### config.mk
export PLATFORM = sky130hd
export DESIGN_NAME = nmea_sentence_checksum_classifier_unit
export DESIGN_NICKNAME = d
export VERILOG_FILES = /design/src/rtl/core/nscc_pkg.sv /design/src/rtl/core/nmea_sentence_checksum_classifier_unit.sv
export VERILOG_INCLUDE_DIRS = /design/src /design/src/rtl/core
export SDC_FILE = /design/constraint.sdc
export NUM_CORES = 1
export LEC_CHECK = 0
export ABC_AREA = 1
export ABC_CLOCK_PERIOD_IN_PS = 4580
export BUFFER_PORTS_ARGS = -buffer_cell sky130_fd_sc_hd__buf_2
export CAP_MARGIN = 20
export CORE_AREA = 2 2 130 132
export DETAILED_ROUTE_END_ITERATION = 10
export DIE_AREA = 0 0 132 134
export PLACE_DENSITY = 0.55
export REMOVE_ABC_BUFFERS = 1
export SYNTH_ARGS = -nofsm -noshare
export SYNTH_HDL_FRONTEND = slang
export SYNTH_SLANG_ARGS = --single-unit
### constraint.sdc
create_clock -name clock -period 4.58 [get_ports clock]
set_input_delay 0.916 -clock clock [delete_from_list [all_inputs] [get_ports clock]]
set_output_delay 0.916 -clock clock [all_outputs]
set_load 0.05 [all_outputs]
### src/rtl/core/nmea_sentence_checksum_classifier_unit_defines.svh
// ----------------------------------------------------------------------------
// NMEA checksum classifier assertion macros
// Shared assertion macros for the sentence checksum classifier RTL.
// ----------------------------------------------------------------------------
`ifndef NMEA_SENTENCE_CHECKSUM_CLASSIFIER_UNIT_DEFINES_SVH
`define NMEA_SENTENCE_CHECKSUM_CLASSIFIER_UNIT_DEFINES_SVH

`ifndef SYNTHESIS
`define NSCC_ASSERT_SAME(lbl, clk, rst, ante, cons, msg) \
   lbl: assert property (@(posedge clk) disable iff (rst) (ante) |-> (cons)) else $error(msg);
`define NSCC_ASSERT_NEXT(lbl, clk, rst, ante, cons, msg) \
   lbl: assert property (@(posedge clk) disable iff (rst) (ante) |=> (cons)) else $error(msg);
`else
`define NSCC_ASSERT_SAME(lbl, clk, rst, ante, cons, msg)
`define NSCC_ASSERT_NEXT(lbl, clk, rst, ante, cons, msg)
`endif

`endif

### src/rtl/core/nscc_pkg.sv
// ----------------------------------------------------------------------------
// NMEA checksum classifier package
// Character codes, sentence kind codes, header type and helper functions.
// ----------------------------------------------------------------------------
package nscc_pkg;

   localparam int HdrLen = 5;

   typedef logic [0:HdrLen-1][7:0] hdr_type;
   typedef logic [2:0] kind_type;

   localparam logic [7:0] CharStar   = 8'h2A;
   localparam logic [7:0] CharDollar = 8'h24;
   localparam logic [7:0] CharBang   = 8'h21;

   localparam logic [39:0] TagPflae = "PFLAE";
   localparam logic [39:0] TagPflau = "PFLAU";
   localparam logic [39:0] TagPflaa = "PFLAA";
   localparam logic [23:0] TagRmc   = "RMC";
   localparam logic [23:0] TagGga   = "GGA";
   localparam logic [23:0] TagRmz   = "RMZ";

   localparam kind_type KindOther = 3'd0;
   localparam kind_type KindPflae = 3'd1;
   localparam kind_type KindPflau = 3'd2;
   localparam kind_type KindPflaa = 3'd3;
   localparam kind_type KindRmc   = 3'd4;
   localparam kind_type KindGga   = 3'd5;
   localparam kind_type KindRmz   = 3'd6;

   localparam logic [4:0] HexNone = 5'd16;

   // Returns the digit value in the low four bits, or HexNone for a non-hex character.
   function automatic logic [4:0] hex_value(input logic [7:0] c);
      logic [7:0] d;
      d = 8'd0;
      if (c >= 8'h30 && c <= 8'h39) begin
         d = c - 8'h30;
         return {1'b0, d[3:0]};
      end
      if (c >= 8'h41 && c <= 8'h46) begin
         d = c - 8'h37;
         return {1'b0, d[3:0]};
      end
      if (c >= 8'h61 && c <= 8'h66) begin
         d = c - 8'h57;
         return {1'b0, d[3:0]};
      end
      return HexNone;
   endfunction

   function automatic kind_type classify(input hdr_type hdr);
      if (hdr == TagPflae) return KindPflae;
      if (hdr == TagPflau) return KindPflau;
      if (hdr == TagPflaa) return KindPflaa;
      if (hdr[2:4] == TagRmc) return KindRmc;
      if (hdr[2:4] == TagGga) return KindGga;
      if (hdr[2:4] == TagRmz) return KindRmz;
      return KindOther;
   endfunction

endpackage

### src/rtl/core/nmea_sentence_checksum_classifier_unit.sv
// ----------------------------------------------------------------------------
// NMEA sentence checksum classifier
// Checks the XOR checksum of an NMEA sentence one byte per item and reports
// the sentence kind with the computed and received checksums.
// ----------------------------------------------------------------------------
//  channel  | direction | carries
//  req_     | in        | one sentence byte and a last-byte flag
//  rsp_     | out       | one result per sentence, after its last byte
//
// One item is accepted per cycle; a result appears in the cycle after its
// last byte is taken. The single result register sets the rate: while it
// holds a result that is not taken, no item is accepted. Reset is
// synchronous and clears the sentence state and the result valid.
// ----------------------------------------------------------------------------
`include "nmea_sentence_checksum_classifier_unit_defines.svh"

module nmea_sentence_checksum_classifier_unit (
   input  logic                clock,
   input  logic                reset,
   input  logic                req_valid,
   output logic                req_ready,
   input  logic [7:0]          req_byte_in,
   input  logic                req_is_last,
   output logic                rsp_valid,
   input  logic                rsp_ready,
   output nscc_pkg::kind_type  rsp_sentence_kind,
   output logic                rsp_checksum_ok,
   output logic                rsp_star_seen,
   output logic [7:0]          rsp_computed_sum,
   output logic [7:0]          rsp_received_sum
);
   import nscc_pkg::*;

   logic [2:0] pos_ff, pos_in;
   hdr_type    hdr_ff, hdr_in;
   logic [7:0] xor_ff, xor_in;
   logic       star_ff, star_in;
   logic [1:0] hex_cnt_ff, hex_cnt_in;
   logic       hex_stop_ff, hex_stop_in;
   logic [7:0] rx_ff, rx_in;

   logic       rsp_valid_ff, rsp_valid_in;
   kind_type   kind_ff;
   logic       ok_ff, star_out_ff;
   logic [7:0] comp_ff, recv_ff;

   logic       accept;
   logic [4:0] hex_v;
   logic [2:0] hdr_idx;

   assign req_ready = !rsp_valid_ff || rsp_ready;
   assign accept    = req_valid && req_ready;
   assign hex_v     = hex_value(req_byte_in);
   assign hdr_idx   = pos_ff - 3'd1;

   always_comb begin
      hdr_in      = hdr_ff;
      pos_in      = pos_ff;
      xor_in      = xor_ff;
      star_in     = star_ff;
      hex_cnt_in  = hex_cnt_ff;
      hex_stop_in = hex_stop_ff;
      rx_in       = rx_ff;
      if (pos_ff >= 3'd1 && pos_ff <= 3'd5) begin
         hdr_in[hdr_idx] = req_byte_in;
      end
      if (pos_ff < 3'd6) begin
         pos_in = pos_ff + 3'd1;
      end
      if (!star_ff) begin
         if (req_byte_in == CharStar) begin
            star_in = 1'b1;
         end else if (req_byte_in != CharDollar && req_byte_in != CharBang) begin
            xor_in = xor_ff ^ req_byte_in;
         end
      end else if (!hex_stop_ff) begin
         if (!hex_v[4]) begin
            rx_in      = {rx_ff[3:0], hex_v[3:0]};
            hex_cnt_in = hex_cnt_ff + 2'd1;
            if (hex_cnt_ff == 2'd1) begin
               hex_stop_in = 1'b1;
            end
         end else begin
            hex_stop_in = 1'b1;
         end
      end
   end

   assign rsp_valid_in = (accept && req_is_last) || (rsp_valid_ff && !rsp_ready);

   always_ff @(posedge clock) begin
      if (reset) begin
         pos_ff       <= 3'd0;
         hdr_ff       <= '0;
         xor_ff       <= 8'd0;
         star_ff      <= 1'b0;
         hex_cnt_ff   <= 2'd0;
         hex_stop_ff  <= 1'b0;
         rx_ff        <= 8'd0;
         rsp_valid_ff <= 1'b0;
      end else begin
         rsp_valid_ff <= rsp_valid_in;
         if (accept) begin
            if (req_is_last) begin
               pos_ff      <= 3'd0;
               hdr_ff      <= '0;
               xor_ff      <= 8'd0;
               star_ff     <= 1'b0;
               hex_cnt_ff  <= 2'd0;
               hex_stop_ff <= 1'b0;
               rx_ff       <= 8'd0;
            end else begin
               pos_ff      <= pos_in;
               hdr_ff      <= hdr_in;
               xor_ff      <= xor_in;
               star_ff     <= star_in;
               hex_cnt_ff  <= hex_cnt_in;
               hex_stop_ff <= hex_stop_in;
               rx_ff       <= rx_in;
            end
         end
      end
   end

   always_ff @(posedge clock) begin
      if (accept && req_is_last) begin
         kind_ff     <= classify(hdr_in);
         ok_ff       <= star_in && (hex_cnt_in != 2'd0) && (rx_in == xor_in);
         star_out_ff <= star_in;
         comp_ff     <= xor_in;
         recv_ff     <= rx_in;
      end
   end

   assign rsp_valid         = rsp_valid_ff;
   assign rsp_sentence_kind = kind_ff;
   assign rsp_checksum_ok   = ok_ff;
   assign rsp_star_seen     = star_out_ff;
   assign rsp_computed_sum  = comp_ff;
   assign rsp_received_sum  = recv_ff;

   `NSCC_ASSERT_SAME(a_no_take_on_stall, clock, reset, rsp_valid_ff && !rsp_ready, !req_ready, "item taken while result stalled")
   `NSCC_ASSERT_NEXT(a_last_clears, clock, reset, accept && req_is_last, rsp_valid_ff && pos_ff == 3'd0 && !star_ff, "last item did not clear sentence state")
   `NSCC_ASSERT_SAME(a_ok_needs_star, clock, reset, rsp_valid_ff && ok_ff, star_out_ff, "checksum ok without star")
   `NSCC_ASSERT_SAME(a_no_star_no_sum, clock, reset, rsp_valid_ff && !star_out_ff, recv_ff == 8'd0, "received sum without star")
   `NSCC_ASSERT_SAME(a_two_digits_stop, clock, reset, hex_cnt_ff == 2'd2, hex_stop_ff && star_ff, "hex reading not stopped after two digits")

endmodule

; ---- After elaboration in Yosys (flattened, before gate mapping)
; Index checks and enable logic that the tools add are counted.
[totals]
ff_bits = 85
in_bits = 13
out_inout_bits = 23
[classes]
add_sub_neg = 6
magnitude_cmp = 11
n_eq_ne = 11
muxes = 81
n_bitwise = 2
reduce_logical = 20
[op_table]
columns = cell, count
row1 = "40-bit by 39-bit == test with 1-bit output, second input constant", 3
row2 = 40-bit two-way mux, 2
row3 = "24-bit by 23-bit == test with 1-bit output, second input constant", 3
row4 = 8-bit two-way mux, 9
row5 = 3-bit two-way mux, 17
row6 = 1-bit two-way mux, 41
row7 = 40-bit bitwise mux, 1
row8 = 5-bit two-way mux, 6
row9 = 8-bit demux with 3-bit select, 1
row10 = "8-bit by 7-bit >= comparator with 1-bit output, second input constant", 2
row11 = "8-bit by 7-bit <= comparator with 1-bit output, second input constant", 2
row12 = "8-bit by 6-bit != test with 1-bit output, second input constant", 2
row13 = 1-bit logical AND, 11
row14 = "8-bit by 6-bit == test with 1-bit output, second input constant", 1
row15 = 8-bit == test, 1
row16 = "8-bit by 6-bit >= comparator with 1-bit output, second input constant", 1
row17 = "8-bit by 6-bit <= comparator with 1-bit output, second input constant", 1
row18 = 2-bit two-way mux, 4
row19 = "4-bit by 3-bit subtractor with 4-bit output, second input constant", 2
row20 = 8-bit XOR, 1
row21 = 2-bit nonzero test, 3
row22 = "4-bit >= comparator, second input constant", 1
row23 = "4-bit by 1-bit < comparator with 1-bit output, second input constant", 1
row24 = 3-bit NOT with 4-bit output, 1
row25 = other kinds (11), 14

; ---- Logic depth before layout (Yosys ltp)
[depth]
word_depth = 37
ltp_mapped = 15
depth_no_buf = 15

; ---- Least setup slack after synthesis
; No wires, ideal clock.
[synth_path]
path_type = input to register
start = input port rsp_ready
end = register ok_ff (netlist: rsp_checksum_ok) (enable)
setup_ps = 399
t_arrival_ps = 2753
slack_ps = 1428
stages = 6
path_cell_list = inv_1 > nand2_1 > nand2_1 > clkbuf_1 > clkbuf_1 > nor2_1
[synth_via]
elab_chain_cells = 3
[synth_lines]
columns = element, line
row1 = "start, declared", nmea_sentence_checksum_classifier_unit.sv:25  ; input logic rsp_ready,
row2 = 1-bit logical OR, nmea_sentence_checksum_classifier_unit.sv:51  ; assign req_ready = !rsp_valid_ff || rsp_ready;
row3 = named net req_ready, nmea_sentence_checksum_classifier_unit.sv:21  ; output logic req_ready,
row4 = 1-bit logical AND, nmea_sentence_checksum_classifier_unit.sv:52  ; assign accept = req_valid && req_ready;
row5 = 1-bit logical AND, nmea_sentence_checksum_classifier_unit.sv:126  ; if (accept && req_is_last) begin
row6 = "end signal, assigned", nmea_sentence_checksum_classifier_unit.sv:128  ; ok_ff <= star_in && (hex_cnt_in != 2'd0) && (rx_in == xor_in);
row7 = "end, declared", nmea_sentence_checksum_classifier_unit.sv:44  ; logic ok_ff, star_out_ff;
; The timed path passes the listed nets, and every way through them passes these cells.
; A chain may end at the register's enable or synchronous reset.

; ---- Worst setup path after layout
[layout_path]
start = input port req_byte_in[1]
end = register ok_ff (netlist: rsp_checksum_ok), data pin
[layout_via]
word_cells_on_any_way = 44
[layout_lines]
columns = element, line
row1 = "start, declared", nmea_sentence_checksum_classifier_unit.sv:22  ; input logic [7:0] req_byte_in,
row2 = 8-bit by 7-bit >= comparator with 1-bit output or 8-bit by 7-bit <= comparator with 1-bit output (tied branches), nscc_pkg.sv:45  ; if (c >= 8'h61 && c <= 8'h66) begin
row3 = 1-bit logical AND, nscc_pkg.sv:45
row4 = 1-bit two-way mux (2 in a row), nscc_pkg.sv:45
row5 = 1-bit two-way mux, nscc_pkg.sv:41  ; if (c >= 8'h41 && c <= 8'h46) begin
row6 = 5-bit two-way mux, nscc_pkg.sv:49  ; return HexNone;
row7 = 5-bit two-way mux, nscc_pkg.sv:45
row8 = 5-bit two-way mux (*), nscc_pkg.sv:41
row9 = 8-bit two-way mux (*), nmea_sentence_checksum_classifier_unit.sv:77  ; if (!hex_v[4]) begin
row10 = 8-bit two-way mux (*), nmea_sentence_checksum_classifier_unit.sv:76  ; end else if (!hex_stop_ff) begin
row11 = 8-bit two-way mux (*), nmea_sentence_checksum_classifier_unit.sv:70  ; if (!star_ff) begin
row12 = named net rx_in[2], nmea_sentence_checksum_classifier_unit.sv:40  ; logic [7:0] rx_ff, rx_in;
row13 = 8-bit == test (*), nmea_sentence_checksum_classifier_unit.sv:128
row14 = 1-bit logical AND (*), nmea_sentence_checksum_classifier_unit.sv:128
; The timed path passes the listed nets; every way through them passes the cells marked *. The select of a mux whose other input is x is not followed.

==> summary.md <==
| Metric | Value |
|---|---|
| Leak Pwr | 2.214 nW |
| Highest clock rate | between 300 and 400 MHz |
| Total Die Area | 17690 sq um |
| CTS tree | done |
| H-tree depth | 3 |
| Initial core utilization | 0.2936 |
| # DRC | 0 |
| Netlist cell types | 31 |
| DR WL/cell | 12.96 microns |
| Setup violators final | 0 |
| # diodes | 0 |
| CP Class | in -> reg |
| Number of buffers created by CTS | 9 |
| Tightest Pin Transition | ~830 ps |
| Clock Sinks | 85 |
| CP endpoint kind | register |
| Design Area, Final | 5503 sq um |
| Outcome | completed |
| Layout cells sized above 1 | 0.1125 |
| Worst-path clk slew | 60 ps |
| Row count | 47 |
| Worst relative slew slack | 0.4458 |
| Layout area overhead | 15.04% |
| MaxCap Viol Count | 0 |
| IO Count | 36 |
| WHS | 460.2 ps |
| Clk Latency, worst-skew pair | 350 ps |
| Routed WL | between 10000 and 15000 microns |
| Cell area after placement | 5135 sq um |
| WP data required | 4760 ps |
| Hold WC Path Type | reg -> reg |
| Register bit total from synthesis | 85 |
| Min Tclk post-route | 2918 ps |
| Die Y | 134 microns |
| I/O Buffers | 35 |
| Final Skew | a little over 5 ps |
| Synthesized area | 4783 sq um |
| Pre-antenna DRT Iters | 4 |
| RSZ-0062 raised after global routing | false |
| Avg Cell Area, Syn | about 6.7 sq um |
| GRT Total Usage | 0.1470 |
| Final #Nets | 755 |
| Pin count of the biggest net entering global routing | 65 |
| Sequential share of the synthesized area | 0.3997 |
| DP Cell Count | 941 |
| Critical path peak fanout | 17 |
| Placer Congestion | about 0.8 |
| Worst r2r path cells | 13 |
| Worst hold stages | 2 |
| Post-CTS Setup Bufs | 0 |
| Worst VDD drop | 0.1966 mV |
| CORE AREA | 16290 sq um |
| Initial antenna violation count | 0 |
| Post-Synthesis Cells | between 700 and 800 |
| Most common cell after layout, fill and taps aside | nand2_1 |
| Final period util | 0.6370 |
| PostCTS Resize Cnt | 0 |
| Starting DRC count in detailed routing | 304 |
| Number of synthesis warnings | 0 |
| Power per cell area | 328.5 nW/um^2 |
| Clk root buf | clkbuf_16 |
| Via count | 4427 |
| Slew Limit Fails | 0 |
| Critical Path Source Type | input pin |
| Routed vias/inst | 4.621 |
| Final ANT Viol Nets | 0 |
| GRT overflow | 0 |
| Hold-fix buffers, CTS | 0 |
| Final Non-Filler Cells | 958 |
| Fill cells | 1781 |
| HPWL after DPL | approximately 8500 microns |
| Fin. Hold Viols | 0 |
| Chip width | approximately 130 microns |
| Critical path arrival | 3100 ps |
| Maximum clock path buffer count | 2 |
| Dpl ws | 1320 ps |
| Most frequent cells in the layout | nand2_1, a21oi_1, dfxtp_1 |
| Vias in the first global route | about 4200 |
| Global-route wire length before repair | 20850 microns |
| Final WS setup | 1662 ps |
## cell usage after synthesis
| cell | count | share of area |
|---|---|---|
| nor2_4 | 4 | 0.0094 |
| buf_6 | 1 | 0.0024 |
| xnor2_1 | 2 | 0.0037 |
| a21boi_0 | 1 | 0.0016 |
| clkbuf_1 | 19 | 0.015 |
| o21bai_1 | 9 | 0.014 |
| dfxtp_1 | 64 | 0.27 |
| a21oi_2 | 1 | 0.0018 |
| xor2_1 | 3 | 0.0055 |
| nand2_1 | 274 | 0.22 |
| buf_4 | 4 | 0.0063 |
| nand3_4 | 2 | 0.0073 |
| o21ai_0 | 33 | 0.035 |
| nor3_1 | 2 | 0.0021 |
| nand3_2 | 1 | 0.0021 |
| ha_1 | 9 | 0.024 |
| nand2_2 | 4 | 0.0052 |
| a211oi_1 | 1 | 0.0016 |
| o21ai_1 | 5 | 0.0052 |
| nor2_1 | 49 | 0.038 |
| inv_2 | 2 | 0.0016 |
| nand3_1 | 51 | 0.053 |
| buf_1 | 1 | 0.00078 |
| or2_2 | 9 | 0.012 |
| nand3b_1 | 4 | 0.0063 |
| nand3b_4 | 1 | 0.0042 |
| nand4_1 | 5 | 0.0065 |
| buf_2 | 5 | 0.0052 |
| a21oi_1 | 68 | 0.071 |
| inv_1 | 57 | 0.045 |
| edfxtp_1 | 21 | 0.13 |
## registers in the layout, summed over array words and instances, names as in the netlist, 2 cells and up
name / count
rsp_received_sum: 8
rx_ff: 8
pos_ff: 3
xor_ff: 8
rsp_computed_sum: 8
hex_cnt_ff: 2
rsp_sentence_kind: 3
hdr_ff: 40
## per-stage QoR
| stage | total power (W) | util | setup TNS, ps |
|---|---|---|---|
| global route | 0.001878 | 0.3378 | 0 |
| floorplan | 0.0009111 | - | -5107 |
| finish | 0.001808 | 0.3378 | 0 |
| CTS | 0.001828 | 0.3369 | 0 |
| detailed placement | 0.0009778 | 0.3152 | 0 |
| global placement | 0.0009783 | 0.3152 | 0 |
## metal layers
| layer | track usage | wire, microns | share of wire |
|---|---|---|---|
| met1 | 0.1976 | 6249 | 0.50 |
| met2 | 0.2433 | 5686 | 0.46 |
| met3 | 0.02759 | 349 | 0.028 |
| met4 | 0.03804 | 131 | 0.011 |
| met5 | 0 | 0 | 0 |
## logic make-up after synthesis
group,count (synthesis),share of synthesized area
AO/OA/AOI/OAI,118,0.1300
XOR/XNOR,5,0.009157
adder cells (fa/ha/maj),9,0.02354
buffers and inverters,89,0.07586
flip-flops,85,0.3997
AND/OR/NAND/NOR,406,0.3618
## layout make-up
cell class,count,area [sq um],share of cell area
inverters,59,221.5,0.04025
flip-flops and latches,85,1912,0.3474
well taps,220,275.3,0.05002
multi-input cells,538,2521,0.4582
clock inverters,5,88.84,0.01614
repair buffers,40,220.2,0.04002
clock buffers,11,264.0,0.04798
## report_power, final
group	leakage, nW	total (W)	switching, W	internal [W]
Combinational	1.32	0.000175	0.000136	0.0000385
Clock	0.173	0.000847	0.000316	0.000531
Sequential	0.720	0.000786	0.00000490	0.000781
Total	2.21	0.00181	0.000457	0.00135
## critical path, cell delays in order
cell     delay, ps
buf_2          210
inv_1          170
ha_1           240
o21ai_0        160
nand2_1        120
nand2_2        150
nand2_2        190
nand2_2        320
nand2_1        120
o21ai_1        140
nand2_1         70
nand2_1         60
nand3_1         80
nor3_1         150
## path summary, 6_finish.rpt
| path | startpoint | to | slack, ps |
|---|---|---|---|
| worst min register to register | hdr_ff[10]$_SDFFE_PP0P_ | hdr_ff[10]$_SDFFE_PP0P_ | 460 |
| worst min-delay path | hdr_ff[10]$_SDFFE_PP0P_ | hdr_ff[10]$_SDFFE_PP0P_ | 460 |
| worst max-delay path | req_byte_in[1] | rsp_checksum_ok$_DFFE_PP_ | 1660 |
| worst max register to register | pos_ff[0]$_SDFFE_PP0P_ | rsp_sentence_kind[0]$_SDFFCE_PP1P_ | 1700 |
Note: power is estimated with default switching activity, not from simulation.
